## src/hdl/rbdd_pkg.sv

```systemverilog
// ----------------------------------------------------------------------------
// rbdd_pkg
// Shared constants and types of the raw block delta decoder.
// ----------------------------------------------------------------------------
package rbdd_pkg;

    localparam int RES_BITS      = 144;
    localparam int BLK_BITS      = 135;
    localparam int BLOCK_PIXELS  = 16;
    localparam int MAX_ROW_WIDTH = 16384;
    localparam int MAX_HEIGHT    = 16384;

    localparam logic [10:0] PIX_MAX = 11'h7ff;

    localparam logic [2:0] CFG_KNEE_ONE     = 3'd0;
    localparam logic [2:0] CFG_KNEE_TWO     = 3'd1;
    localparam logic [2:0] CFG_KNEE_THREE   = 3'd2;
    localparam logic [2:0] CFG_KNEE_FOUR    = 3'd3;
    localparam logic [2:0] CFG_ROW_WIDTH    = 3'd4;
    localparam logic [2:0] CFG_IMAGE_HEIGHT = 3'd5;

    // One complete compressed block with its placement.
    typedef struct packed {
        logic [BLK_BITS-1:0] bits;
        logic [13:0]         col;
        logic [13:0]         row;
        logic                last_img;
    } t_blk;

    // One reconstructed pixel ahead of the tone curve.
    typedef struct packed {
        logic [11:0] j;
        logic [13:0] col;
        logic [13:0] row;
        logic        last_blk;
        logic        last_img;
    } t_pix;

    typedef struct packed {
        logic cur_v;
        logic pend_v;
        logic stage_v;
    } t_stat;

endpackage

```

## src/hdl/rbdd_unpack.sv

```systemverilog
// ----------------------------------------------------------------------------
// rbdd_unpack
// Bit reservoir, row bookkeeping and block completion detection.
// ----------------------------------------------------------------------------
module rbdd_unpack
    import rbdd_pkg::*;
(
    input  logic        i_clk,
    input  logic        i_rst_n,
    input  logic        i_accept,
    input  logic [7:0]  i_byte,
    input  logic [14:0] i_width,
    input  logic [14:0] i_height,
    output logic        o_blk_v,
    output t_blk        o_blk
);

    logic [RES_BITS-1:0] r_res, n_res;
    logic [7:0]          r_held, n_held;
    logic [14:0]         r_bytes, n_bytes;
    logic [10:0]         r_blocks, n_blocks;
    logic [13:0]         r_row, n_row;

    logic [15:0]         x, x_next;
    logic                fit, done, last_blk;
    logic [RES_BITS-1:0] res_a, sh_res;
    logic [7:0]          held_a, need;
    logic [14:0]         bytes_inc;
    logic [14:0]         row_inc;

    always_comb begin
        x      = {1'b0, r_blocks[10:1], 5'b0} | {15'b0, r_blocks[0]};
        x_next = {1'b0, r_blocks[10:1] + 10'd1 - {9'b0, ~r_blocks[0]}, 5'b0}
                 | {15'b0, ~r_blocks[0]};
        fit    = ({1'b0, x} + 17'd30) < {2'b0, i_width};
        last_blk = ({1'b0, x_next} + 17'd30) >= {2'b0, i_width};
        res_a  = (r_res & ~({{(RES_BITS-8){1'b0}}, 8'hff} << r_held))
                 | ({{(RES_BITS-8){1'b0}}, i_byte} << r_held);
        held_a = r_held + 8'd8;
        // A block whose two indices match carries one more delta.
        need   = (res_a[25:22] == res_a[29:26]) ? 8'd135 : 8'd128;
        // The index fields are only looked at once the header is complete.
        done   = i_accept && fit && (held_a >= 8'd30) && (held_a >= need);
        sh_res = (need == 8'd135) ? (res_a >> 135) : (res_a >> 128);

        o_blk_v        = done;
        o_blk.bits     = res_a[BLK_BITS-1:0];
        o_blk.col      = x[13:0];
        o_blk.row      = r_row;
        o_blk.last_img = last_blk && ({1'b0, r_row} == i_height - 15'd1);

        n_res    = r_res;
        n_held   = r_held;
        n_bytes  = r_bytes;
        n_blocks = r_blocks;
        n_row    = r_row;
        bytes_inc = r_bytes + 15'd1;
        row_inc   = {1'b0, r_row} + 15'd1;
        if (i_accept) begin
            if (fit) begin
                n_res  = res_a;
                n_held = held_a;
            end
            if (done) begin
                n_res    = sh_res;
                n_held   = held_a - need;
                n_blocks = r_blocks + 11'd1;
            end
            n_bytes = bytes_inc;
            if (bytes_inc >= i_width) begin
                n_bytes  = '0;
                n_blocks = '0;
                n_held   = '0;
                n_row    = (row_inc >= i_height) ? 14'd0 : row_inc[13:0];
            end
        end
    end

    always_ff @(posedge i_clk) begin
        r_res <= n_res;
        if (!i_rst_n) begin
            r_held   <= '0;
            r_bytes  <= '0;
            r_blocks <= '0;
            r_row    <= '0;
        end else begin
            r_held   <= n_held;
            r_bytes  <= n_bytes;
            r_blocks <= n_blocks;
            r_row    <= n_row;
        end
    end

endmodule

```

## src/hdl/rbdd_pixel.sv

```systemverilog
// ----------------------------------------------------------------------------
// rbdd_pixel
// Block buffers and delta reconstruction, one pixel per cycle unless stalled.
// ----------------------------------------------------------------------------
module rbdd_pixel
    import rbdd_pkg::*;
(
    input  logic  i_clk,
    input  logic  i_rst_n,
    input  logic  i_blk_v,
    input  t_blk  i_blk,
    input  logic  i_ready,
    output logic  o_pix_v,
    output t_pix  o_pix,
    output t_stat o_stat
);

    t_blk        r_cur, r_pend;
    logic        r_cur_v, r_pend_v;
    logic [3:0]  r_idx;
    t_pix        r_a, n_a;
    logic        r_av;

    logic        adv, emit, last, cur_free;
    logic [10:0] vmax, vmin;
    logic [3:0]  imax, imin, d;
    logic [11:0] diff, p;
    logic [2:0]  sh;
    logic [6:0]  deltas [BLOCK_PIXELS];
    logic [10:0] pv;

    always_comb begin
        adv  = !r_av || i_ready;
        emit = r_cur_v && adv;
        last = (r_idx == 4'd15);
        cur_free = !r_cur_v || (emit && last);

        vmax = r_cur.bits[10:0];
        vmin = r_cur.bits[21:11];
        imax = r_cur.bits[25:22];
        imin = r_cur.bits[29:26];
        diff = {1'b0, vmax} - {1'b0, vmin};
        if (!diff[11] && diff >= 12'd1024)     sh = 3'd4;
        else if (!diff[11] && diff >= 12'd512) sh = 3'd3;
        else if (!diff[11] && diff >= 12'd256) sh = 3'd2;
        else if (!diff[11] && diff >= 12'd128) sh = 3'd1;
        else                                   sh = 3'd0;

        for (int k = 0; k < BLOCK_PIXELS - 1; k++) begin
            deltas[k] = r_cur.bits[30 + 7*k +: 7];
        end
        deltas[BLOCK_PIXELS-1] = '0;

        // Delta slot skips the pixels that hold max and min directly.
        d = r_idx - {3'b0, (imax < r_idx)}
                  - {3'b0, ((imin < r_idx) && (imin != imax))};
        p = ({5'b0, deltas[d]} << sh) + {1'b0, vmin};

        if (r_idx == imax)      pv = vmax;
        else if (r_idx == imin) pv = vmin;
        else if (p > {1'b0, PIX_MAX}) pv = PIX_MAX;
        else                    pv = p[10:0];

        n_a.j        = {pv, 1'b0};
        n_a.col      = r_cur.col + {9'b0, r_idx, 1'b0};
        n_a.row      = r_cur.row;
        n_a.last_blk = last;
        n_a.last_img = last && r_cur.last_img;
    end

    always_ff @(posedge i_clk) begin
        if (emit) r_a <= n_a;
        if (cur_free) r_cur <= r_pend_v ? r_pend : i_blk;
        else if (i_blk_v) r_pend <= i_blk;
        if (!i_rst_n) begin
            r_cur_v  <= 1'b0;
            r_pend_v <= 1'b0;
            r_idx    <= '0;
            r_av     <= 1'b0;
        end else begin
            if (adv) r_av <= r_cur_v;
            if (emit) r_idx <= r_idx + 4'd1;
            if (cur_free) begin
                r_cur_v  <= r_pend_v || i_blk_v;
                r_pend_v <= 1'b0;
            end else if (i_blk_v) begin
                r_pend_v <= 1'b1;
            end
        end
    end

    assign o_pix_v        = r_av;
    assign o_pix          = r_a;
    assign o_stat.cur_v   = r_cur_v;
    assign o_stat.pend_v  = r_pend_v;
    assign o_stat.stage_v = r_av;

endmodule

```

## src/hdl/rbdd_tone.sv

```systemverilog
// ----------------------------------------------------------------------------
// rbdd_tone
// Piecewise-linear tone curve and the output register.
// ----------------------------------------------------------------------------
module rbdd_tone
    import rbdd_pkg::*;
(
    input  logic        i_clk,
    input  logic        i_rst_n,
    input  logic [11:0] i_knee [4],
    input  logic        i_pix_v,
    input  t_pix        i_pix,
    output logic        o_ready,
    output logic        o_tvalid,
    input  logic        i_tready,
    output logic [47:0] o_tdata,
    output logic        o_tlast,
    output logic        o_tuser
);

    logic [11:0] kn [6];
    logic [15:0] r_base [5], n_base [5];
    logic [15:0] val;
    logic [11:0] ofs;
    logic        r_ov;
    logic [14:0] r_value;
    logic [13:0] r_col, r_row;
    logic        r_last, r_user;

    always_comb begin
        kn[0] = 12'd0;
        for (int i = 0; i < 4; i++) kn[i+1] = i_knee[i];
        kn[5] = 12'hfff;

        // Start value of each segment, as left by the segments before it.
        n_base[0] = 16'd0;
        for (int i = 1; i < 5; i++) begin
            n_base[i] = {4'b0, kn[i]};
            for (int s = 0; s < 4; s++) begin
                if (s < i && kn[i] > kn[s] && kn[i] <= kn[s+1]) begin
                    n_base[i] = n_base[s] + ({4'b0, kn[i] - kn[s]} << s);
                end
            end
        end

        val = {4'b0, i_pix.j};
        ofs = '0;
        for (int s = 0; s < 5; s++) begin
            if (i_pix.j > kn[s] && i_pix.j <= kn[s+1]) begin
                ofs = i_pix.j - kn[s];
                val = r_base[s] + ({4'b0, ofs} << s);
            end
        end
    end

    assign o_ready = !r_ov || i_tready;

    always_ff @(posedge i_clk) begin
        r_base <= n_base;
        if (i_pix_v && o_ready) begin
            r_value <= val[15:1];
            r_col   <= i_pix.col;
            r_row   <= i_pix.row;
            r_last  <= i_pix.last_blk;
            r_user  <= i_pix.last_img;
        end
        if (!i_rst_n) begin
            r_ov <= 1'b0;
        end else if (o_ready) begin
            r_ov <= i_pix_v;
        end
    end

    assign o_tvalid = r_ov;
    assign o_tdata  = {5'b0, r_row, r_col, r_value};
    assign o_tlast  = r_last;
    assign o_tuser  = r_user;

endmodule

```

## src/hdl/raw_block_delta_decoder_unit.sv

```systemverilog
// ----------------------------------------------------------------------------
// raw_block_delta_decoder_unit
// Decodes delta-compressed raw strips into tone-mapped pixels.
// ----------------------------------------------------------------------------
// Compressed bytes enter on the slave stream, one word per cycle while it is
// ready. Each row takes row_width bytes; every 128 or 135 bits form a block
// of 16 pixels covering every second column. The master stream carries one
// pixel per word, tlast on the sixteenth pixel of a block and tuser on the
// final pixel of the image. A block's first pixel passes the block buffer,
// pixel register and output register, then pixels follow one per cycle while
// the master stream is ready; a block spans at least sixteen bytes, so with
// no stall the sustained rate is one byte and one pixel per cycle. Two block
// buffers (one decoding, one waiting) decouple the streams; the slave side
// stalls only while both are full. Configuration writes use the cfg channel,
// which is always ready, and must be made while idle. Reset clears the row
// and bit counters, empties the buffers and restores the register defaults.
// ----------------------------------------------------------------------------
module raw_block_delta_decoder_unit
    import rbdd_pkg::*;
(
    input  logic        i_clk,
    input  logic        i_rst_n,
    input  logic        i_cfg_valid,
    output logic        o_cfg_ready,
    input  logic [2:0]  i_cfg_index,
    input  logic [14:0] i_cfg_data,
    input  logic        i_s_tvalid,
    output logic        o_s_tready,
    input  logic [7:0]  i_s_tdata,   // data_byte
    output logic        o_m_tvalid,
    input  logic        i_m_tready,
    output logic [47:0] o_m_tdata,   // pixel_value, pixel_column, pixel_row
    output logic        o_m_tlast,   // last_of_block
    output logic        o_m_tuser    // last_of_image
);

    logic [11:0] r_knee [4];
    logic [14:0] r_row_width, r_height;
    logic [14:0] width_eff, height_eff;
    logic        accept, blk_v, pix_v, tone_ready;
    t_blk        blk;
    t_pix        pix;
    t_stat       stat;

    assign o_cfg_ready = 1'b1;
    assign o_s_tready  = !stat.pend_v;
    assign accept      = i_s_tvalid && o_s_tready;

    always_comb begin
        if (r_row_width == 15'd0) width_eff = 15'd1;
        else if (r_row_width > 15'(MAX_ROW_WIDTH)) width_eff = 15'(MAX_ROW_WIDTH);
        else width_eff = r_row_width;
        if (r_height == 15'd0) height_eff = 15'd1;
        else if (r_height > 15'(MAX_HEIGHT)) height_eff = 15'(MAX_HEIGHT);
        else height_eff = r_height;
    end

    always_ff @(posedge i_clk) begin
        if (!i_rst_n) begin
            for (int i = 0; i < 4; i++) r_knee[i] <= 12'hfff;
            r_row_width <= 15'd32;
            r_height    <= 15'd1;
        end else if (i_cfg_valid) begin
            unique case (i_cfg_index)
                CFG_KNEE_ONE:     r_knee[0]   <= i_cfg_data[11:0];
                CFG_KNEE_TWO:     r_knee[1]   <= i_cfg_data[11:0];
                CFG_KNEE_THREE:   r_knee[2]   <= i_cfg_data[11:0];
                CFG_KNEE_FOUR:    r_knee[3]   <= i_cfg_data[11:0];
                CFG_ROW_WIDTH:    r_row_width <= i_cfg_data;
                CFG_IMAGE_HEIGHT: r_height    <= i_cfg_data;
                default: ;
            endcase
        end
    end

    rbdd_unpack u_unpack (
        .i_clk    (i_clk),
        .i_rst_n  (i_rst_n),
        .i_accept (accept),
        .i_byte   (i_s_tdata),
        .i_width  (width_eff),
        .i_height (height_eff),
        .o_blk_v  (blk_v),
        .o_blk    (blk)
    );

    rbdd_pixel u_pixel (
        .i_clk   (i_clk),
        .i_rst_n (i_rst_n),
        .i_blk_v (blk_v),
        .i_blk   (blk),
        .i_ready (tone_ready),
        .o_pix_v (pix_v),
        .o_pix   (pix),
        .o_stat  (stat)
    );

    rbdd_tone u_tone (
        .i_clk    (i_clk),
        .i_rst_n  (i_rst_n),
        .i_knee   (r_knee),
        .i_pix_v  (pix_v),
        .i_pix    (pix),
        .o_ready  (tone_ready),
        .o_tvalid (o_m_tvalid),
        .i_tready (i_m_tready),
        .o_tdata  (o_m_tdata),
        .o_tlast  (o_m_tlast),
        .o_tuser  (o_m_tuser)
    );

`ifndef SYNTH
    a_pend_needs_cur: assert property (@(posedge i_clk) disable iff (!i_rst_n)
        stat.pend_v |-> stat.cur_v)
        else $error("waiting block without a block in decode");
    a_user_on_last: assert property (@(posedge i_clk) disable iff (!i_rst_n)
        o_m_tvalid && o_m_tuser |-> o_m_tlast)
        else $error("image end flag off a block end");
    a_drain: assert property (@(posedge i_clk) disable iff (!i_rst_n)
        o_m_tvalid && i_m_tready && o_m_tlast && !stat.cur_v && !stat.stage_v
        |=> !o_m_tvalid)
        else $error("output word without a block behind it");
`endif

endmodule

```

## config.mk

```make
export PLATFORM = sky130hd
export DESIGN_NAME = raw_block_delta_decoder_unit
export DESIGN_NICKNAME = d
export VERILOG_FILES = /design/src/hdl/rbdd_pkg.sv /design/src/hdl/rbdd_unpack.sv /design/src/hdl/rbdd_pixel.sv /design/src/hdl/rbdd_tone.sv /design/src/hdl/raw_block_delta_decoder_unit.sv
export SDC_FILE = /design/constraint.sdc
export NUM_CORES = 2
export LEC_CHECK = 0
export ABC_AREA = 1
export BUFFER_PORTS_ARGS = -buffer_cell sky130_fd_sc_hd__buf_2
export CAP_MARGIN = 20
export CORE_ASPECT_RATIO = 1.2
export CORE_UTILIZATION = 45
export DETAILED_ROUTE_END_ITERATION = 8
export PLACE_DENSITY = 0.68
export SYNTH_ARGS = -nofsm -noshare
export SYNTH_HDL_FRONTEND = slang
export SYNTH_SLANG_ARGS = --single-unit
```

## constraint.sdc

```tcl
create_clock -name i_clk -period 36.1 [get_ports i_clk]
set_input_delay 3.61 -clock i_clk [delete_from_list [all_inputs] [get_ports i_clk]]
set_output_delay 3.61 -clock i_clk [all_outputs]
set_load 0.01 [all_outputs]
```

# ---- Word level (Yosys, flattened, before mapping)
# Cells that the tools add are included.
dict set report word_totals {
  word_cells 221
  inputBits 31
  out_inout_bits 53
  reg_bits 752
}
dict set report op_classes {
  n_mux 36
  n_reduce_logical 51
  n_bitwise 9
  addsub 36
  order_cmp 36
  n_shift 3
  eq_ne 12
}
# op n
set ops {}
lappend ops {{$mux 144} 2}
lappend ops {{$mux 164} 1}
lappend ops {{$and 144x144->144} 1}
lappend ops {{$not 144->144} 1}
lappend ops {{$or 144x144->144} 1}
lappend ops {{$shl 8x8->144} 1}
lappend ops {{$shl 8x8->144 const A} 1}
lappend ops {{$gt 12x12->1} 10}
lappend ops {{$sub 12x12->12} 10}
lappend ops {{$mux 16} 7}
lappend ops {{$le 12x12->1} 9}
lappend ops {{$mux 15} 5}
lappend ops {{$mux 14} 5}
lappend ops {{$add 12x13->14} 4}
lappend ops {{$mux 11} 5}
lappend ops {{$add 16x14->16} 3}
lappend ops {{$add 16x5->17 const B} 2}
lappend ops {{$add 16x15->16} 2}
lappend ops {{$ge 15x15->1} 2}
lappend ops {{$gt 15x15->1 const B} 2}
lappend ops {{$logic_not 15->1} 2}
lappend ops {{$or 15x1->15} 2}
lappend ops {{$bmux 7 s4} 1}
lappend ops {{$logic_and 1x1->1} 24}
lappend ops {{48 further kinds} 80}

# ---- Logic depth before layout (Yosys ltp)
dict set report depth {
  ltp_word 13
  depth_mapped 39
  ltp_nobuf 38
}

# ---- By module
# Synthesis repeated with hierarchy kept, for this count alone.
dict set report hier_totals {
  cells_unflattened 6101
  hier_area_um2 49428.7
}
# mod area_each_um2 cells_per_inst instances seq_area_each_um2
set modules_own_cells {}
lappend modules_own_cells {rbdd_pixel 16701.0 1573 1 11220.8}
lappend modules_own_cells {rbdd_unpack 15434.8 2126 1 5285.1}
lappend modules_own_cells {rbdd_tone 14091.0 1983 1 2432.3}
lappend modules_own_cells {raw_block_delta_decoder_unit 3201.8 419 1 1561.5}

# ---- Least setup slack after synthesis
# Ideal clock, no wire load.
dict set report synth_path {
  path_kind {input to register}
  start {in i_m_tready}
  end {reg u_pixel.r_pend[0] in the netlist's numbering, enable pin}
  setup_slack_ns 20.318
  path_buffers 0
  arrival_time_ns 14.280
  stages 5
  setup_ns 1.502
  required_time_ns 34.598
  cell_sequence {inv_1 -> nand3_1 -> a21oi_1 -> inv_1 -> nor2_1}
}
dict set report synth_between {
  elab_chain_len 7
}
# item line
set synth_rtl {}
lappend synth_rtl {{start, declared} raw_block_delta_decoder_unit.sv:31} ;# input logic i_m_tready,
lappend synth_rtl {{$logic_or 1x1->1} rbdd_tone.sv:56} ;# assign o_ready = !r_ov || i_tready;
lappend synth_rtl {{$logic_or 1x1->1} rbdd_pixel.sv:33} ;# adv = !r_av || i_ready;
lappend synth_rtl {{$logic_and 1x1->1} rbdd_pixel.sv:34} ;# emit = r_cur_v && adv;
lappend synth_rtl {{$logic_and 1x1->1} rbdd_pixel.sv:36} ;# cur_free = !r_cur_v || (emit && last);
lappend synth_rtl {{$logic_or 1x1->1} rbdd_pixel.sv:36}
lappend synth_rtl {{named net u_pixel.cur_free} rbdd_pixel.sv:24} ;# logic adv, emit, last, cur_free;
lappend synth_rtl {{$not 1->1 (no line)} n/a}
lappend synth_rtl {{$reduce_and 2->1 (no line)} n/a}
lappend synth_rtl {{end signal, assigned} rbdd_pixel.sv:74} ;# else if (i_blk_v) r_pend <= i_blk;
lappend synth_rtl {{end, declared} rbdd_pixel.sv:18} ;# t_blk r_cur, r_pend;
# The timed path passes the listed nets, and every way through them passes these cells.
# A chain may end at the register's enable or synchronous reset.

==> impl_metrics.prom <==
# TYPE chip_impl_metric gauge
chip_impl_info{name="end_kind",value="flip-flop"} 1
chip_impl_metric{name="number_of_flops_mapped_to_enable_cells_by_yosys",unit=""} 550
chip_impl_metric{name="initial_utilization",unit="%"} 45.3
chip_impl_metric{name="synth_sequential_area_ratio",unit="%"} 43.4
chip_impl_metric{name="grt.overflow.total",unit=""} 0
chip_impl_info{name="tritoncts",value="done"} 1
chip_impl_metric{name="detailed_place_hpwl",unit="mm"} 110
chip_impl_metric{name="cts_num_sinks",unit=""} 737
chip_impl_metric{name="finalWirelength",unit="mm"} 152
chip_impl_info{name="netlist_top_cells_area",value="edfxtp_1 (35%), nand2_1 (13%), ha_1 (9.4%)"} 1
chip_impl_metric{name="arrival",unit="ns"} 9.74
chip_impl_metric{name="cts_buffers",unit=""} 82
chip_impl_metric{name="floorplan.die.height",unit="um"} 355
chip_impl_metric{name="placeableCoreArea",unit="sq um"} 103000
chip_impl_metric{name="async_reset_ff_share",unit="%"} 0
chip_impl_info{name="worst_setup_path_start_kind",value="input port"} 1
chip_impl_metric{name="sequentialPowerShare",unit="%"} 34.2
chip_impl_metric{name="numPortBuffers",unit=""} 77
chip_impl_metric{name="timing.setup.tns",unit="ns"} 0
chip_impl_metric{name="floorplan.io_pins",unit=""} 84
chip_impl_info{name="yosysTopAreaCell",value="edfxtp_1"} 1
chip_impl_metric{name="wl_per_cell",unit="um"} 21.2
chip_impl_metric{name="power.density",unit="nW/um^2"} 57.9
chip_impl_metric{name="syn_area",unit="sq um"} 46600
chip_impl_info{name="dominantRegCellSynth",value="edfxtp_1"} 1
chip_impl_metric{name="dr.pass1.iters",unit=""} 7
chip_impl_metric{name="final_report_max_slew_violation_count",unit=""} 0
chip_impl_metric{name="final_min_period_over_clock_period",unit="%"} 26.2
chip_impl_info{name="timing.critical_path.slowest_stage_cell",value="buf_4"} 1
chip_impl_metric{name="first_pass_grt_wire_length",unit="mm"} 230
chip_impl_info{name="clock_tree.root_cell",value="clkbuf_16"} 1
chip_impl_metric{name="power.share.switching",unit="%"} 37.5
chip_impl_info{name="status",value="finished clean"} 1
chip_impl_metric{name="fraction_of_final_layout_cells_with_drive_strength_greater_than_1",unit="%"} 5.93
chip_impl_metric{name="clkLatencyLatePin",unit="ns"} 0.69
chip_impl_metric{name="share_comb_of_total_power",unit="%"} 36.0
chip_impl_metric{name="cts_post_setup_buffers_inserted",unit=""} 0
chip_impl_metric{name="synth.lib_cells_used.distinct",unit=""} 62
chip_impl_metric{name="post_cts_resize_count",unit=""} 0
chip_impl_metric{name="grt_antenna_before_repair",unit=""} 4
chip_impl_info{name="timing.setup.critical_path_class",value="input port to flip-flop"} 1
chip_impl_info{name="crit_path_frequent_cell",value="nand2_1"} 1
chip_impl_metric{name="cts_hold_buf",unit=""} 0
chip_impl_metric{name="via_count",unit=""} 40407
chip_impl_metric{name="critPathRequiredTime",unit="ns"} 36.39
chip_impl_metric{name="slowest_delay",unit="ns"} 0.92
chip_impl_metric{name="dpl_worst_slack",unit="ns"} 26.04
chip_impl_metric{name="peak_vdd_ir",unit="mV"} 0.0411
chip_impl_metric{name="final.setup_skew",unit="ns"} 0.0409
chip_impl_metric{name="p_sw",unit="mW"} 1.11
chip_impl_metric{name="floorplan_die_area",unit="sq um"} 105000
chip_impl_metric{name="setup_ws",unit="ns"} 26.65
chip_impl_info{name="class_of_the_tightest_hold_or_removal_check",value="flip-flop to flip-flop"} 1
chip_impl_metric{name="clk_path_buf_depth",unit=""} 3
chip_impl_metric{name="power_frac_clock",unit="%"} 29.7
chip_impl_metric{name="crit_path_max_fanout",unit=""} 71
chip_impl_metric{name="htreeDepth",unit=""} 3
chip_impl_metric{name="synth_largest_type_area_fraction",unit="%"} 35.4
chip_impl_metric{name="detail-route-antenna-nets",unit=""} 0
chip_impl_metric{name="dieWidth",unit="um"} 296
chip_impl_metric{name="ys_warn_count",unit=""} 0
chip_impl_metric{name="post_drt_via_cell_ratio",unit=""} 5.63
chip_impl_metric{name="synthToLayoutAreaGrowth",unit="%"} 9.75
chip_impl_info{name="mostFrequentLayoutCell",value="nand2_1"} 1
chip_impl_metric{name="fin_nets",unit=""} 6144
chip_impl_metric{name="postSynthCellCount",unit=""} 5719
chip_impl_metric{name="gr-usage-all-layers",unit="%"} 28.9
chip_impl_metric{name="clk_pin_slew_worst_paths",unit="ns"} 0.06
chip_impl_info{name="grt_setup_unrepaired",value="false"} 1
chip_impl_metric{name="internal_power",unit="mW"} 1.85
chip_impl_metric{name="grt_start_max_net_pins",unit=""} 145
chip_impl_metric{name="drcViolationCount",unit=""} 0
chip_impl_metric{name="number_of_synthesized_register_bits",unit=""} 737
chip_impl_metric{name="drv_cap",unit=""} 0
chip_impl_metric{name="setup_violations",unit=""} 0
chip_impl_metric{name="post-route-cell-area",unit="sq um"} 51200
chip_impl_metric{name="detailedRoute.firstIterationViolations",unit=""} 3568
chip_impl_metric{name="fin_worst_hold_slack",unit="ns"} 0.413
chip_impl_metric{name="worst_pin_slew",unit="ns"} 1.32
chip_impl_info{name="layout.cells.most_common_list",value="nand2_1 (1578), inv_1 (643), edfxtp_1 (550)"} 1
chip_impl_metric{name="syn_avg_cell_area",unit="sq um"} 8.16
chip_impl_metric{name="row_count",unit=""} 129
chip_impl_metric{name="place_congestion",unit=""} 1.02
chip_impl_metric{name="first_global_vias",unit=""} 38838
chip_impl_metric{name="max_fclk",unit="MHz"} 106
chip_impl_metric{name="timing.max_slew.rel_slack",unit="%"} 11.3
chip_impl_metric{name="finalHoldViolCount",unit=""} 0
chip_impl_metric{name="total_leakage_power",unit="nW"} 23.3
chip_impl_metric{name="post-route-min-period",unit="ns"} 9.45
chip_impl_metric{name="dpl-instance-area",unit="sq um"} 48300
==> cell families after synthesis <==
family	synth area share, %
and+or+nand+nor	21.2
AOI/OAI and AO/OA	13.2
buffers and inverters	7.18
adders and majority gates	10.5
xor gates and xnor gates	4.45
other	0.0161
DFF	43.4
==> metrics by stage <==
stage / total power, mW / util (%) / instances
4_1_cts: 2.95 / 49.7 / 7178
5_1_grt: 3.12 / 49.7 / 7180
2_1_floorplan: 1.77 / - / 5723
3_5_place_dp: 2.07 / 46.9 / 7026
3_3_place_gp: 2.06 / 46.9 / 7024
6_report: 2.96 / 49.7 / 7181
==> cells in the mapped netlist (4+ instances only) <==
master        n
a211oi_1     17
a21o_1       16
a21oi_1     370
a22o_1        5
a22oi_1       7
a31oi_1      44
buf_1        13
buf_2        28
buf_4         9
buf_6         4
clkbuf_1    138
clkinv_1     11
dfxtp_1     187
edfxtp_1    550
fa_1         24
ha_1        352
inv_1       649
inv_2        11
nand2_1    1579
nand2_2      21
nand3_1     327
nand3_2       6
nand3b_1     14
nand4_1      50
nor2_1      316
nor2_2       12
nor2_4        4
nor3_1       52
o2111ai_1    12
o211ai_1     84
o21a_1        8
o21ai_0     462
o21ai_1      10
o21ai_2       6
o21bai_1     16
o221ai_1     13
o311ai_0      4
o31ai_1       6
or2_2        11
xnor2_1      82
xor2_1      155
==> cell type report <==
| class | count | area [sq um] |
|---|---|---|
| Antenna cell | 1 | 2.50 |
| Clock buffer | 108 | 2290 |
| Clock inverter | 44 | 527 |
| Fill cell | 9867 | 51800 |
| Inverter | 672 | 2540 |
| Multi-Input combinational cell | 4122 | 23100 |
| Sequential cell | 737 | 20300 |
| Tap cell | 1375 | 1720 |
| Timing Repair Buffer | 122 | 748 |
==> flip-flops by register name, indices dropped and copies added (netlist names), 4 cells and up <==
signal	flops
u_tone.r_base	53
r_row_width	15
u_pixel.deltas	105
u_unpack.r_blocks	11
u_pixel.n_a	14
u_pixel.o_pix	41
r_knee	48
u_pixel.r_idx	4
u_pixel.imin	4
r_height	15
u_unpack.r_bytes	15
u_tone.r_col	14
u_tone.r_row	14
u_pixel.r_pend	160
u_pixel.imax	4
u_unpack.r_row	14
u_tone.r_value	15
u_pixel.r_cur	33
u_unpack.r_res	144
u_unpack.r_held	8
==> per-layer routing <==
metal | GRT usage (%) | up-vias | wire length, um
li1 | - | 19326 | -
met1 | 34.7 | 18736 | 58700
met2 | 47.0 | 1828 | 69800
met3 | 4.26 | 513 | 11200
met4 | 21.5 | 4 | 12500
met5 | 0 | - | 25
==> worst max-delay path: cells and delay by family <==
| family | cells | cell delay [ns] |
|---|---|---|
| AO/OA/AOI/OAI | 4 | 0.94 |
| adder cells (fa/ha/maj) | 2 | 0.65 |
| buffers and inverters | 6 | 2.14 |
| AND/OR/NAND/NOR | 13 | 2.22 |
==> worst paths after layout <==
path,start,endpoint,slack [ns],depth (start not counted)
max,i_s_tdata[1],u_pixel.r_pend[126]$_DFFE_PP_,26.65,25
min,u_pixel.n_a[14]$_DFFE_PP_,u_pixel.o_pix[14]$_DFFE_PP_,0.41,0
min reg2reg,u_pixel.n_a[14]$_DFFE_PP_,u_pixel.o_pix[14]$_DFFE_PP_,0.41,0
max reg2reg,u_pixel.r_idx[2]$_SDFFE_PN0P_,u_pixel.o_pix[40]$_DFFE_PP_,28.41,38
==> power groups by stage <==
stage / combinational (mW) / sequential [mW] / clock [mW]
finish: 1.07 / 1.01 / 0.881
global route: 1.18 / 1.02 / 0.921
CTS: 1.05 / 1.01 / 0.892
detailed placement: 1.04 / 1.03 / 0
global placement: 1.03 / 1.03 / 0
floorplan: 0.746 / 1.02 / 0
(Power assumes the default switching activity.)
